==> src/omt_pkg.sv <==
// Shared constants and types for the object motion tracker.
package omt_pkg;

    localparam int HISTORY_DEPTH   = 5;
    localparam int SLOPE_FRAC_BITS = 8;
    localparam int COORD_W         = 11;
    localparam int DIFF_W          = COORD_W + 1;
    localparam int TRAVEL_W        = 12;
    localparam int HEADING_W       = 2;
    localparam int SLOPE_W         = 16;
    localparam int THRESH_W        = 12;
    localparam int QUEUE_DEPTH     = 2;

    localparam int SLOT_W = (HISTORY_DEPTH > 1) ? $clog2(HISTORY_DEPTH) : 1;
    localparam int FILL_W = $clog2(HISTORY_DEPTH + 1);
    localparam int DIV_W  = COORD_W + SLOPE_FRAC_BITS;
    localparam int CNT_W  = $clog2(DIV_W);

    localparam logic [THRESH_W-1:0] THRESH_RESET = THRESH_W'(16);

    localparam logic [SLOPE_W-1:0] SLOPE_POS_MAX = 16'h7FFF;
    localparam logic [SLOPE_W-1:0] SLOPE_NEG_MAX = 16'h8000;

    localparam logic [HEADING_W-1:0] HEAD_SE = 2'd0;
    localparam logic [HEADING_W-1:0] HEAD_NE = 2'd1;
    localparam logic [HEADING_W-1:0] HEAD_NW = 2'd2;
    localparam logic [HEADING_W-1:0] HEAD_SW = 2'd3;

    localparam int IN_TDATA_W  = 24;
    localparam int OUT_TDATA_W = 40;

    // One classified position, handed from front to back.
    typedef struct packed {
        logic                     ready_res;
        logic                     found;
        logic signed [DIFF_W-1:0] dx;
        logic signed [DIFF_W-1:0] dy;
    } omt_cmd_t;

    // One result; the last member sits in the lowest bits.
    typedef struct packed {
        logic                      slope_saturated;
        logic signed [SLOPE_W-1:0] slope;
        logic                      moving;
        logic [HEADING_W-1:0]      heading;
        logic [TRAVEL_W-1:0]       travel;
        logic                      found;
        logic                      ready_res;
    } omt_res_t;

    localparam int RES_W = $bits(omt_res_t);

endpackage

==> src/omt_front.sv <==
// Front end: position history and per-beat difference to the oldest entry.
module omt_front (
    input  logic                              aclk,
    input  logic                              aresetn,
    input  logic                              in_valid,
    output logic                              in_ready,
    input  logic [omt_pkg::COORD_W-1:0]       pos_x,
    input  logic [omt_pkg::COORD_W-1:0]       pos_y,
    output logic                              push,
    output omt_pkg::omt_cmd_t                 push_cmd,
    input  logic                              q_full
);
    import omt_pkg::*;

    logic [COORD_W-1:0] hist_x_reg [HISTORY_DEPTH];
    logic [COORD_W-1:0] hist_y_reg [HISTORY_DEPTH];
    logic [SLOT_W-1:0]  slot_reg, slot_next;
    logic [FILL_W-1:0]  fill_reg, fill_next;
    logic               full_hist;

    assign in_ready  = !q_full;
    assign push      = in_valid && in_ready;
    assign full_hist = (fill_reg == FILL_W'(HISTORY_DEPTH));

    always_comb begin
        push_cmd.ready_res = full_hist;
        push_cmd.found     = (pos_x != '0) && (pos_y != '0);
        push_cmd.dx        = signed'({1'b0, pos_x}) - signed'({1'b0, hist_x_reg[slot_reg]});
        push_cmd.dy        = signed'({1'b0, pos_y}) - signed'({1'b0, hist_y_reg[slot_reg]});
    end

    always_comb begin
        slot_next = slot_reg;
        fill_next = fill_reg;
        if (push) begin
            slot_next = (slot_reg == SLOT_W'(HISTORY_DEPTH - 1)) ? '0 : slot_reg + 1'b1;
            if (!full_hist) begin
                fill_next = fill_reg + 1'b1;
            end
        end
    end

    always_ff @(posedge aclk) begin
        if (!aresetn) begin
            slot_reg <= '0;
            fill_reg <= '0;
        end else begin
            slot_reg <= slot_next;
            fill_reg <= fill_next;
        end
    end

    always_ff @(posedge aclk) begin
        if (push) begin
            hist_x_reg[slot_reg] <= pos_x;
            hist_y_reg[slot_reg] <= pos_y;
        end
    end

endmodule

==> src/omt_queue.sv <==
// Short command queue between front and back.
module omt_queue (
    input  logic                 aclk,
    input  logic                 aresetn,
    input  logic                 push,
    input  omt_pkg::omt_cmd_t    din,
    output logic                 full,
    input  logic                 pop,
    output omt_pkg::omt_cmd_t    dout,
    output logic                 empty
);
    import omt_pkg::*;

    localparam int PTR_W = (QUEUE_DEPTH > 1) ? $clog2(QUEUE_DEPTH) : 1;
    localparam int CNT_QW = $clog2(QUEUE_DEPTH + 1);

    omt_cmd_t            mem_reg [QUEUE_DEPTH];
    logic [PTR_W-1:0]    wr_ptr_reg, rd_ptr_reg;
    logic [CNT_QW-1:0]   count_reg;

    assign full  = (count_reg == CNT_QW'(QUEUE_DEPTH));
    assign empty = (count_reg == '0);
    assign dout  = mem_reg[rd_ptr_reg];

    always_ff @(posedge aclk) begin
        if (!aresetn) begin
            wr_ptr_reg <= '0;
            rd_ptr_reg <= '0;
            count_reg  <= '0;
        end else begin
            if (push) begin
                wr_ptr_reg <= (wr_ptr_reg == PTR_W'(QUEUE_DEPTH - 1)) ? '0 : wr_ptr_reg + 1'b1;
            end
            if (pop) begin
                rd_ptr_reg <= (rd_ptr_reg == PTR_W'(QUEUE_DEPTH - 1)) ? '0 : rd_ptr_reg + 1'b1;
            end
            if (push && !pop) begin
                count_reg <= count_reg + 1'b1;
            end else if (pop && !push) begin
                count_reg <= count_reg - 1'b1;
            end
        end
    end

    always_ff @(posedge aclk) begin
        if (push) begin
            mem_reg[wr_ptr_reg] <= din;
        end
    end

endmodule

==> src/omt_back.sv <==
// Back end: travel, heading, moving flag, serial slope divider, output register.
module omt_back (
    input  logic                           aclk,
    input  logic                           aresetn,
    input  logic                           cfg_wr_en,
    input  logic [omt_pkg::THRESH_W-1:0]   cfg_wr_data,
    input  logic                           q_empty,
    input  omt_pkg::omt_cmd_t              q_dout,
    output logic                           pop,
    output logic                           out_valid,
    input  logic                           out_ready,
    output omt_pkg::omt_res_t              out_res
);
    import omt_pkg::*;

    typedef enum logic [3:0] {
        S_IDLE = 4'b0001,
        S_DIV  = 4'b0010,
        S_FIN  = 4'b0100,
        S_EMIT = 4'b1000
    } state_t;

    state_t                state_reg;
    logic [THRESH_W-1:0]   thresh_reg;
    logic                  cur_ready_reg, cur_found_reg;
    logic [TRAVEL_W-1:0]   held_travel_reg;
    logic [HEADING_W-1:0]  held_heading_reg;
    logic                  held_moving_reg;
    logic [SLOPE_W-1:0]    held_slope_reg;
    logic                  held_sat_reg;
    logic [COORD_W-1:0]    rem_reg;
    logic [DIV_W-1:0]      quo_reg;
    logic [COORD_W-1:0]    dvs_reg;
    logic                  neg_reg;
    logic [CNT_W-1:0]      cnt_reg;
    logic                  out_valid_reg;
    omt_res_t              out_res_reg;

    logic [COORD_W-1:0]    adx, ady;
    logic [TRAVEL_W-1:0]   travel;
    logic [HEADING_W-1:0]  heading;
    logic                  moving;
    logic [COORD_W:0]      trial;
    logic                  ge;
    logic [31:0]           quo_ext;
    logic                  out_free;

    assign pop      = (state_reg == S_IDLE) && !q_empty;
    assign out_free = !out_valid_reg || out_ready;

    // Difference magnitudes fit in COORD_W bits.
    always_comb begin
        adx = q_dout.dx[DIFF_W-1] ? COORD_W'(-q_dout.dx) : COORD_W'(q_dout.dx);
        ady = q_dout.dy[DIFF_W-1] ? COORD_W'(-q_dout.dy) : COORD_W'(q_dout.dy);
        travel = TRAVEL_W'({1'b0, adx}) + TRAVEL_W'({1'b0, ady});
        moving = travel > thresh_reg;
        priority if (q_dout.dx > 0 && q_dout.dy > 0) begin
            heading = HEAD_SE;
        end else if (q_dout.dx > 0 && q_dout.dy < 0) begin
            heading = HEAD_NE;
        end else if (q_dout.dx < 0 && q_dout.dy < 0) begin
            heading = HEAD_NW;
        end else begin
            heading = HEAD_SW;
        end
    end

    // One restoring-division step per cycle.
    assign trial   = {rem_reg, quo_reg[DIV_W-1]};
    assign ge      = trial >= {1'b0, dvs_reg};
    assign quo_ext = 32'(quo_reg);

    always_ff @(posedge aclk) begin
        if (!aresetn) begin
            state_reg        <= S_IDLE;
            thresh_reg       <= THRESH_RESET;
            held_travel_reg  <= '0;
            held_heading_reg <= HEAD_SE;
            held_moving_reg  <= 1'b0;
            held_slope_reg   <= '0;
            held_sat_reg     <= 1'b0;
            out_valid_reg    <= 1'b0;
        end else begin
            if (cfg_wr_en) begin
                thresh_reg <= cfg_wr_data;
            end
            if (state_reg == S_EMIT && out_free) begin
                out_valid_reg <= 1'b1;
            end else if (out_valid_reg && out_ready) begin
                out_valid_reg <= 1'b0;
            end
            unique case (state_reg)
                S_IDLE: begin
                    if (!q_empty) begin
                        if (q_dout.ready_res && moving && adx != '0) begin
                            state_reg <= S_DIV;
                        end else begin
                            state_reg <= S_EMIT;
                        end
                        if (q_dout.ready_res) begin
                            held_travel_reg  <= travel;
                            held_heading_reg <= heading;
                            held_moving_reg  <= moving;
                            if (moving && adx == '0) begin
                                held_sat_reg <= 1'b1;
                                if (q_dout.dy > 0) begin
                                    held_slope_reg <= SLOPE_POS_MAX;
                                end else if (q_dout.dy < 0) begin
                                    held_slope_reg <= SLOPE_NEG_MAX;
                                end else begin
                                    held_slope_reg <= '0;
                                end
                            end
                        end
                    end
                end
                S_DIV: begin
                    if (cnt_reg == '0) begin
                        state_reg <= S_FIN;
                    end
                end
                S_FIN: begin
                    state_reg <= S_EMIT;
                    if (!neg_reg) begin
                        if (quo_ext > 32'd32767) begin
                            held_slope_reg <= SLOPE_POS_MAX;
                            held_sat_reg   <= 1'b1;
                        end else begin
                            held_slope_reg <= quo_ext[SLOPE_W-1:0];
                            held_sat_reg   <= 1'b0;
                        end
                    end else begin
                        if (quo_ext > 32'd32768) begin
                            held_slope_reg <= SLOPE_NEG_MAX;
                            held_sat_reg   <= 1'b1;
                        end else begin
                            held_slope_reg <= -quo_ext[SLOPE_W-1:0];
                            held_sat_reg   <= 1'b0;
                        end
                    end
                end
                S_EMIT: begin
                    if (out_free) begin
                        state_reg <= S_IDLE;
                    end
                end
                default: state_reg <= S_IDLE;
            endcase
        end
    end

    // Divider datapath and result payload.
    always_ff @(posedge aclk) begin
        if (state_reg == S_IDLE && !q_empty) begin
            cur_ready_reg <= q_dout.ready_res;
            cur_found_reg <= q_dout.found;
            rem_reg       <= '0;
            quo_reg       <= DIV_W'(ady) << SLOPE_FRAC_BITS;
            dvs_reg       <= adx;
            neg_reg       <= q_dout.dx[DIFF_W-1] != q_dout.dy[DIFF_W-1];
            cnt_reg       <= CNT_W'(DIV_W - 1);
        end
        if (state_reg == S_DIV) begin
            rem_reg <= ge ? COORD_W'(trial - {1'b0, dvs_reg}) : trial[COORD_W-1:0];
            quo_reg <= {quo_reg[DIV_W-2:0], ge};
            cnt_reg <= cnt_reg - 1'b1;
        end
        if (state_reg == S_EMIT && out_free) begin
            out_res_reg.ready_res       <= cur_ready_reg;
            out_res_reg.found           <= cur_found_reg;
            out_res_reg.travel          <= held_travel_reg;
            out_res_reg.heading         <= held_heading_reg;
            out_res_reg.moving          <= held_moving_reg;
            out_res_reg.slope           <= held_slope_reg;
            out_res_reg.slope_saturated <= held_sat_reg;
        end
    end

    assign out_valid = out_valid_reg;
    assign out_res   = out_res_reg;

endmodule

==> src/object_motion_tracker_top.sv <==
// Top level of the object motion tracker: front, queue, back and port packing.
//
//  channel | dir | beat contents (low bit up)
//  --------+-----+------------------------------------------------------------
//  s_      | in  | pos_x[10:0], pos_y[21:11], zero pad to 24 bits
//  m_      | out | ready_res[0], found[1], travel[13:2], heading[15:14],
//          |     | moving[16], slope[32:17], slope_saturated[33], pad to 40
//  cfg_    | in  | motion_threshold[11:0], written when cfg_wr_en is high
//
// A beat passes the back end states IDLE and EMIT when no slope is computed, and
// IDLE, DIV, FIN and EMIT when it is: the serial restoring divider resolves one
// quotient bit per cycle, DIV_W bits in all (19 at 11-bit coords, 8 fraction bits).
// The front takes a new beat whenever the two-entry queue has room, so it
// keeps accepting while the back end divides or a result waits on m_tready.
// Reset is synchronous on aresetn low: history fill count, held results and
// threshold (16) return to their reset values; history contents are not cleared.
module object_motion_tracker_top (
    input  logic                                aclk,
    input  logic                                aresetn,
    input  logic                                s_tvalid,
    output logic                                s_tready,
    input  logic [omt_pkg::IN_TDATA_W-1:0]      s_tdata,   // pos_x, pos_y
    output logic                                m_tvalid,
    input  logic                                m_tready,
    output logic [omt_pkg::OUT_TDATA_W-1:0]     m_tdata,   // ready_res, found, travel,
                                                           // heading, moving, slope,
                                                           // slope_saturated
    input  logic                                cfg_wr_en,
    input  logic [omt_pkg::THRESH_W-1:0]        cfg_wr_data // motion_threshold
);
    import omt_pkg::*;

    logic      push, q_full, q_empty, pop;
    omt_cmd_t  push_cmd, q_dout;
    omt_res_t  out_res;

    // Classify beats and track history.
    omt_front u_front (
        .aclk     (aclk),
        .aresetn  (aresetn),
        .in_valid (s_tvalid),
        .in_ready (s_tready),
        .pos_x    (s_tdata[COORD_W-1:0]),
        .pos_y    (s_tdata[2*COORD_W-1:COORD_W]),
        .push     (push),
        .push_cmd (push_cmd),
        .q_full   (q_full)
    );

    // Decouple front from the multi-cycle back end.
    omt_queue u_queue (
        .aclk    (aclk),
        .aresetn (aresetn),
        .push    (push),
        .din     (push_cmd),
        .full    (q_full),
        .pop     (pop),
        .dout    (q_dout),
        .empty   (q_empty)
    );

    // Compute motion fields, slope, and hold the result beat.
    omt_back u_back (
        .aclk        (aclk),
        .aresetn     (aresetn),
        .cfg_wr_en   (cfg_wr_en),
        .cfg_wr_data (cfg_wr_data),
        .q_empty     (q_empty),
        .q_dout      (q_dout),
        .pop         (pop),
        .out_valid   (m_tvalid),
        .out_ready   (m_tready),
        .out_res     (out_res)
    );

    assign m_tdata = {(OUT_TDATA_W - RES_W)'(0), out_res};

    // Until the history fills, held fields still carry their reset values.
    a_not_ready_held_reset: assert property (@(posedge aclk) disable iff (!aresetn)
        (m_tvalid && !out_res.ready_res) |->
            (out_res.travel == '0 && !out_res.moving && out_res.slope == '0
             && !out_res.slope_saturated))
        else $error("held fields changed before history filled");

    // No displacement means the fallback heading.
    a_zero_travel_heading: assert property (@(posedge aclk) disable iff (!aresetn)
        (m_tvalid && out_res.ready_res && out_res.travel == '0) |->
            (out_res.heading == HEAD_SW && !out_res.moving))
        else $error("zero travel with wrong heading or moving set");

    // A saturated slope sits at one of the clip values.
    a_sat_value: assert property (@(posedge aclk) disable iff (!aresetn)
        (m_tvalid && out_res.slope_saturated) |->
            (out_res.slope == SLOPE_POS_MAX || out_res.slope == SLOPE_NEG_MAX
             || out_res.slope == '0))
        else $error("saturated slope not at a clip value");

    // The queue is never written while full.
    a_no_overflow: assert property (@(posedge aclk) disable iff (!aresetn)
        q_full |-> !push)
        else $error("command queue overflow");

endmodule

==> config.mk <==
export PLATFORM = sky130hd
export DESIGN_NAME = object_motion_tracker_top
export DESIGN_NICKNAME = d
export VERILOG_FILES = /design/src/omt_pkg.sv /design/src/omt_front.sv /design/src/omt_queue.sv /design/src/omt_back.sv /design/src/object_motion_tracker_top.sv
export SDC_FILE = /design/constraint.sdc
export NUM_CORES = 1
export LEC_CHECK = 0
export BUFFER_PORTS_ARGS = -buffer_cell sky130_fd_sc_hd__buf_2
export CORE_MARGIN = 4
export CORE_UTILIZATION = 46
export CTS_CLUSTER_DIAMETER = 60
export DETAILED_ROUTE_END_ITERATION = 10
export PLACE_DENSITY = 0.73
export SETUP_SLACK_MARGIN = 0.2
export SLEW_MARGIN = 20
export SYNTH_ARGS = -nofsm -noshare
export SYNTH_HDL_FRONTEND = slang
export SYNTH_SLANG_ARGS = --single-unit
==> constraint.sdc <==
create_clock -name aclk -period 5.31 [get_ports aclk]
set_clock_uncertainty 0.1 [all_clocks]
set_input_delay 1.062 -clock aclk [delete_from_list [all_inputs] [get_ports aclk]]
set_output_delay 1.062 -clock aclk [all_outputs]
set_load 0.01 [all_outputs]
# Yosys cells after proc, flatten, opt, wreduce, memory -nomap -nowiden
# Memory sizes are Yosys's and may differ from the RTL's. A register that Yosys moved wholly into a read port is not among the register bits.
# Index checks and enable logic that the tools add are counted.
# Widths: inputs -> output; s select.
# totals
reg_bits	142
mem_bits_rw	162
inputBits	41
output_inout_bits	42
wordCells	148
n_memories	3
# classes
add_sub_neg	14
n_lt_le_gt_ge	8
eq_ne	13
muxes	48
n_bitwise	2
n_reduce_logical	33
# mem_list
name	words	word_bits	read_ports	rd_clocked_by_memory_dff	wr	line	source
u_front.hist_x_reg	5	11	1	1	1	omt_front.sv:15	logic [COORD_W-1:0] hist_x_reg [HISTORY_DEPTH];
u_front.hist_y_reg	5	11	1	1	1	omt_front.sv:16	logic [COORD_W-1:0] hist_y_reg [HISTORY_DEPTH];
u_queue.mem_reg	2	26	1	1	1	omt_queue.sv:17	omt_cmd_t mem_reg [QUEUE_DEPTH];
# op_table
op	n
$mux 16	8
$mux 11	5
$mux 19	2
$reduce_bool 11->1	3
$pmux 16 s2	1
$gt 12x1->1 const B	2
$lt 12x1->1 const B	2
$sub 11x11->12	2
$neg 11->11	2
$gt 19x15->1 const B	1
$gt 19x16->1 const B	1
$mux 4	4
$neg 16->16	1
$pmux 4 s4	1
$mux 1	15
$mux 3	5
$logic_and 1x1->1	13
$add 11x11->12	1
$ge 12x11->1	1
$gt 12x12->1	1
$logic_not 11->1	1
$sub 11x11->11	1
$mux 5	2
$mux 2	4
24 further kinds	39

# Depth between registers and ports, before layout
# logic_depth
depth_word	9
mapped_depth	30
mapped_depth_nobuf	25

# Modules after synthesis
# Synthesis repeated with hierarchy kept, for this count alone.
# unflattened
cells_unflattened	1208
hier_area_um2	15157.0
# modules_own_cells
mod	instances	cells_each	area_each_um2
omt_back	1	733	7392.1
omt_front	1	365	5622.9
omt_queue	1	103	2093.3
object_motion_tracker_top	1	7	48.8

# Least setup slack after synthesis
# Ideal clock, no wire load.
# synth_timing
path_type	flip-flop to flip-flop
startpoint	register (tool-made name)
endpoint	register u_back.held_slope_reg[15]
arrival_ns	5.491
setup_slack_ns	-0.351
stages_incl_launch_ff	31
n_path_buf	6
synth_period_minus_slack_ns	5.661
cell_sequence	dfxtp_1 > buf_4 > buf_6 > buf_6 > buf_2 > buf_2 > mux2i_1 > ha_1 > or4b_1 > o21ai_0 > nor2_1 > xor2_1 > mux2i_1 > inv_1 > ha_1 > a21o_1 > nand2_1 > o31ai_1 > o31a_1 > or2_2 > ha_1 > nand4_1 > nor2_1 > inv_1 > a21oi_1 > o22ai_1 > nor2_1 > a21oi_1 > buf_2 > a211o_1 > a21oi_1
# synth_lines
item	line	source
end signal: assignment	omt_back.sv:129	held_slope_reg <= quo_ext[SLOPE_W-1:0];
end signal: assignment	omt_back.sv:137	held_slope_reg <= -quo_ext[SLOPE_W-1:0];
end: declaration	omt_back.sv:29	logic [SLOPE_W-1:0] held_slope_reg;

==> results by group <==
Logic synthesis
  – Asr flop ratio synth: 0%
  – Area of the mapped netlist: 15,000 sq um
  – Cells after Synth: 1,213
  – Seq cells post-synth: 308
  – EDFF count, synth: 245
  – Synth Flop Type: edfxtp_1
  – Warnings, synthesis: 0
  – Top cell type's share of synthesized area: 49.2%
  – Synth cell types: 77
  – Area leader, netlist: edfxtp_1
  – Syn avg cell area: 12.3 sq um
  – Synth top area cells: edfxtp_1 49%, dfxtp_1 8.4%, ha_1 5.7%
  – Seq/Total Area, Yosys: 57.6%

Run status
  – Run status: complete, no violations

Detailed routing
  – Router iterations before antenna repair: 5
  – DRC errors left: 0
  – Final antenna-violating net count: 0
  – Via count: 9,773
  – Routed len/inst: 17.3 microns
  – Final wirelength: 31,100 microns
  – DRT iter0 DRCs: 501
  – Routed vias/inst: 5.43

CTS
  – TritonCTS Sinks: 308
  – CTS root buffer: clkbuf_16
  – H-Tree Depth: 2
  – Hold buffers post-CTS: 0
  – CTS tree: yes
  – Max Buffers Root-to-Sink: 3
  – CTS buffer count: 34
  – Clk_lat worst skew: 510 ps
  – Clk pin slew, worst setup/hold paths: 60 ps

Power
  – P_sw: 4.48 mW
  – Max VDD drop: 0.000362 V
  – Switching Fraction: 38.8%
  – Gate power share: 49.4%
  – Int Power: 7.07 mW
  – Sequential share of power: 31.4%
  – Leakage: 6.49 nW
  – Clock power share: 19.2%
  – PwrDens: 663 nW/um^2

Global routing
  – Grt ovf: 0
  – Initial antenna violation count: 0
  – Vias in the first global route: 9,711
  – Largest net degree at the start of global routing: 47
  – First-pass GRT wire length: 50,100 microns
  – All-Layer GR Usage: 17.1%

Timing
  – Max Clk Rate: 0.198 GHz
  – Final period utilization: 95.2%
  – Setup Viol. Count Final: 0
  – Crit path time final: 5060 ps
  – Worst slew margin: 28.4%
  – Unrepaired setup endpoints after global routing: yes
  – Least-Margin Pin Slew: 1060 ps
  – Final hold violation count: 0
  – Max Slew Vio Count: 0

Placed design
  – Placed cells: 1,721
  – Final GP Congestion: 0.904
  – HPWL after DPL: 21,600 microns
  – Number of port buffers: 74

Floorplan
  – Die Width: 188 microns
  – Die area: 35,500 sq um
  – Std-Cell Rows: 65
  – IO Pins: 83
  – Initial Util: 47.0%
  – Core ar.: 31,800 sq um
  – Chip Height: 188 microns

Worst setup path
  – FF-to-FF End: u_back.held_slope_reg[15]
  – Reg2Reg Setup Slack: 250 ps
  – Nature of the critical path startpoint: flip-flop
  – CP max FO: 6
  – Worst reg-to-reg path cell count: 26
  – Worst EP arrival: 5390 ps
  – Critical Setup Path Class: flip-flop to flip-flop
  – Critical Path RT: 5650 ps
  – CP Capture Type: flip-flop

Layout
  – Nets: 1,451
  – Share of cells above drive strength 1: 20.0%
  – Final core occ: 54.8%
  – Reg area: 8620 sq um
  – Post-route insts no fill: 1,799
  – Fillers: 2,634
  – ANT cells: 0
  – Multi-input gate area: 6130 sq um
  – Area Overhead vs Synth: 16.5%

Flow run
  – Maxcap violations: 0

Worst hold path
  – Hold EP: u_back.out_res[15]
  – Hold path depth: 0
  – Hold Crit Start: u_back.held_heading_reg[1]
  – Tightest Hold Check Type: flip-flop to flip-flop
critical path: stages, from the launching register on:
cell	delay [ps]
dfxtp_4	370
buf_6	110
mux2i_4	270
ha_4	200
or4b_4	470
o21ai_1	130
nor2_1	60
xor2_1	150
mux2i_2	250
inv_2	80
ha_4	230
a21o_1	200
nand2_2	100
o31ai_4	80
o31a_1	340
or2_4	240
ha_4	260
nand4_1	100
nor2_1	130
inv_1	70
a21oi_2	110
o22ai_2	120
nor2_2	140
a21oi_2	100
buf_4	200
a211o_1	280
a21oi_2	110
cell usage in the layout, fill, tap and decap left out, types with 14 or more instances in the layout:
master     netlist  final
a21o_1          14     14
a21oi_1         48     43
buf_2            3     74
buf_4            7     50
clkbuf_16        0     34
dfxtp_1         63     62
edfxtp_1       245    245
ha_1            68     64
inv_1           71     69
mux2i_1         66     61
mux4_2          22     22
nand2_1         89     87
nand2b_1        19     18
nand3_1         14     14
nor2_1         124    121
nor2b_1         18     17
nor3_1          22     21
o21ai_0         47     44
xnor2_1         28     28
xor2_1          29     27
timing repair:
| item | CTS | global route |
|---|---|---|
| pin swaps | 4 | 16 |
| gates resized for setup | 13 | 23 |
| gates cloned | 0 | 0 |
| setup endpoints to repair | 17 | 18 |
| buffers inserted | 2 | 14 |
layer usage:
| metal | vias up | wire (microns) | share of wire [%] | global-route usage [%] |
|---|---|---|---|---|
| met3 | 72 | 1320 | 4.2 | 2.72 |
| li1 | 4750 | - | - | - |
| met4 | 0 | 1050 | 3.4 | 5.94 |
| met2 | 235 | 15700 | 50 | 29.8 |
| met1 | 4716 | 13100 | 42 | 21.9 |
| met5 | - | 0 | 0 | 0 |
Yosys cell counts (23+ instances only):
master and number:
edfxtp_1 245, clkbuf_1 23, nand2_1 89, dfxtp_1 63
a21oi_1 48, o21ai_0 47, xor2_1 29, ha_1 68
mux2i_1 66, nor2_1 124, xnor2_1 28, inv_1 71
cell type report:
class                      count  area share [%]
clock inverter                19           0.912
timing repair buffer         127            4.53
inverter                      73            1.59
multi-input combinational    794            35.2
sequential                   308            49.5
clock buffer                  43            5.14
tap                          435            3.12
worst max-delay path by stage:
stage / end / slack [ps] / startpoint
after global routing: u_back.held_slope_reg[12] / -40 / flip-flop
final: u_back.held_slope_reg[15] / 250 / flip-flop
after global placement: u_back.held_slope_reg[5] / 60 / flip-flop
after floorplan: u_back.held_slope_reg[15] / 50 / flip-flop
after detailed placement: u_back.held_slope_reg[1] / -0.2 / flip-flop
after CTS: u_back.held_slope_reg[10] / 210 / flip-flop
power by group through the flow:
| stage | logic [mW] | clock network [mW] | registers (mW) |
|---|---|---|---|
| final | 5.71 | 2.22 | 3.63 |
| after global routing | 6.34 | 2.37 | 3.68 |
| after CTS | 5.33 | 2.26 | 3.62 |
| after detailed placement | 5.20 | 0 | 3.66 |
| after global placement | 5.06 | 0 | 3.63 |
| after floorplan | 3.81 | 0 | 3.53 |
logic make-up after synthesis:
family | after synthesis | share of synthesized area, %
fa+ha+maj | 72 | 6.23
mux | 93 | 8.18
flops | 308 | 57.6
compound gates | 201 | 8.93
other cells | 1 | 0.0251
buf+inv | 116 | 3.21
simple gates | 362 | 12.0
xor+xnor | 60 | 3.74
metrics by stage:
stage	TNS, ps	cell area [sq um]	hold WS [ps]	setup WS, ps	power [mW]
after global placement	0	16100	306	58.3	8.70
final	0	17400	331	255	11.6
after CTS	0	17200	328	212	11.2
after detailed placement	-0.221	16100	314	-0.221	8.86
after floorplan	0	15100	300	47.0	7.34
after global routing	-195	17400	336	-44.3	12.4
Power figures use the tool's default switching activity.
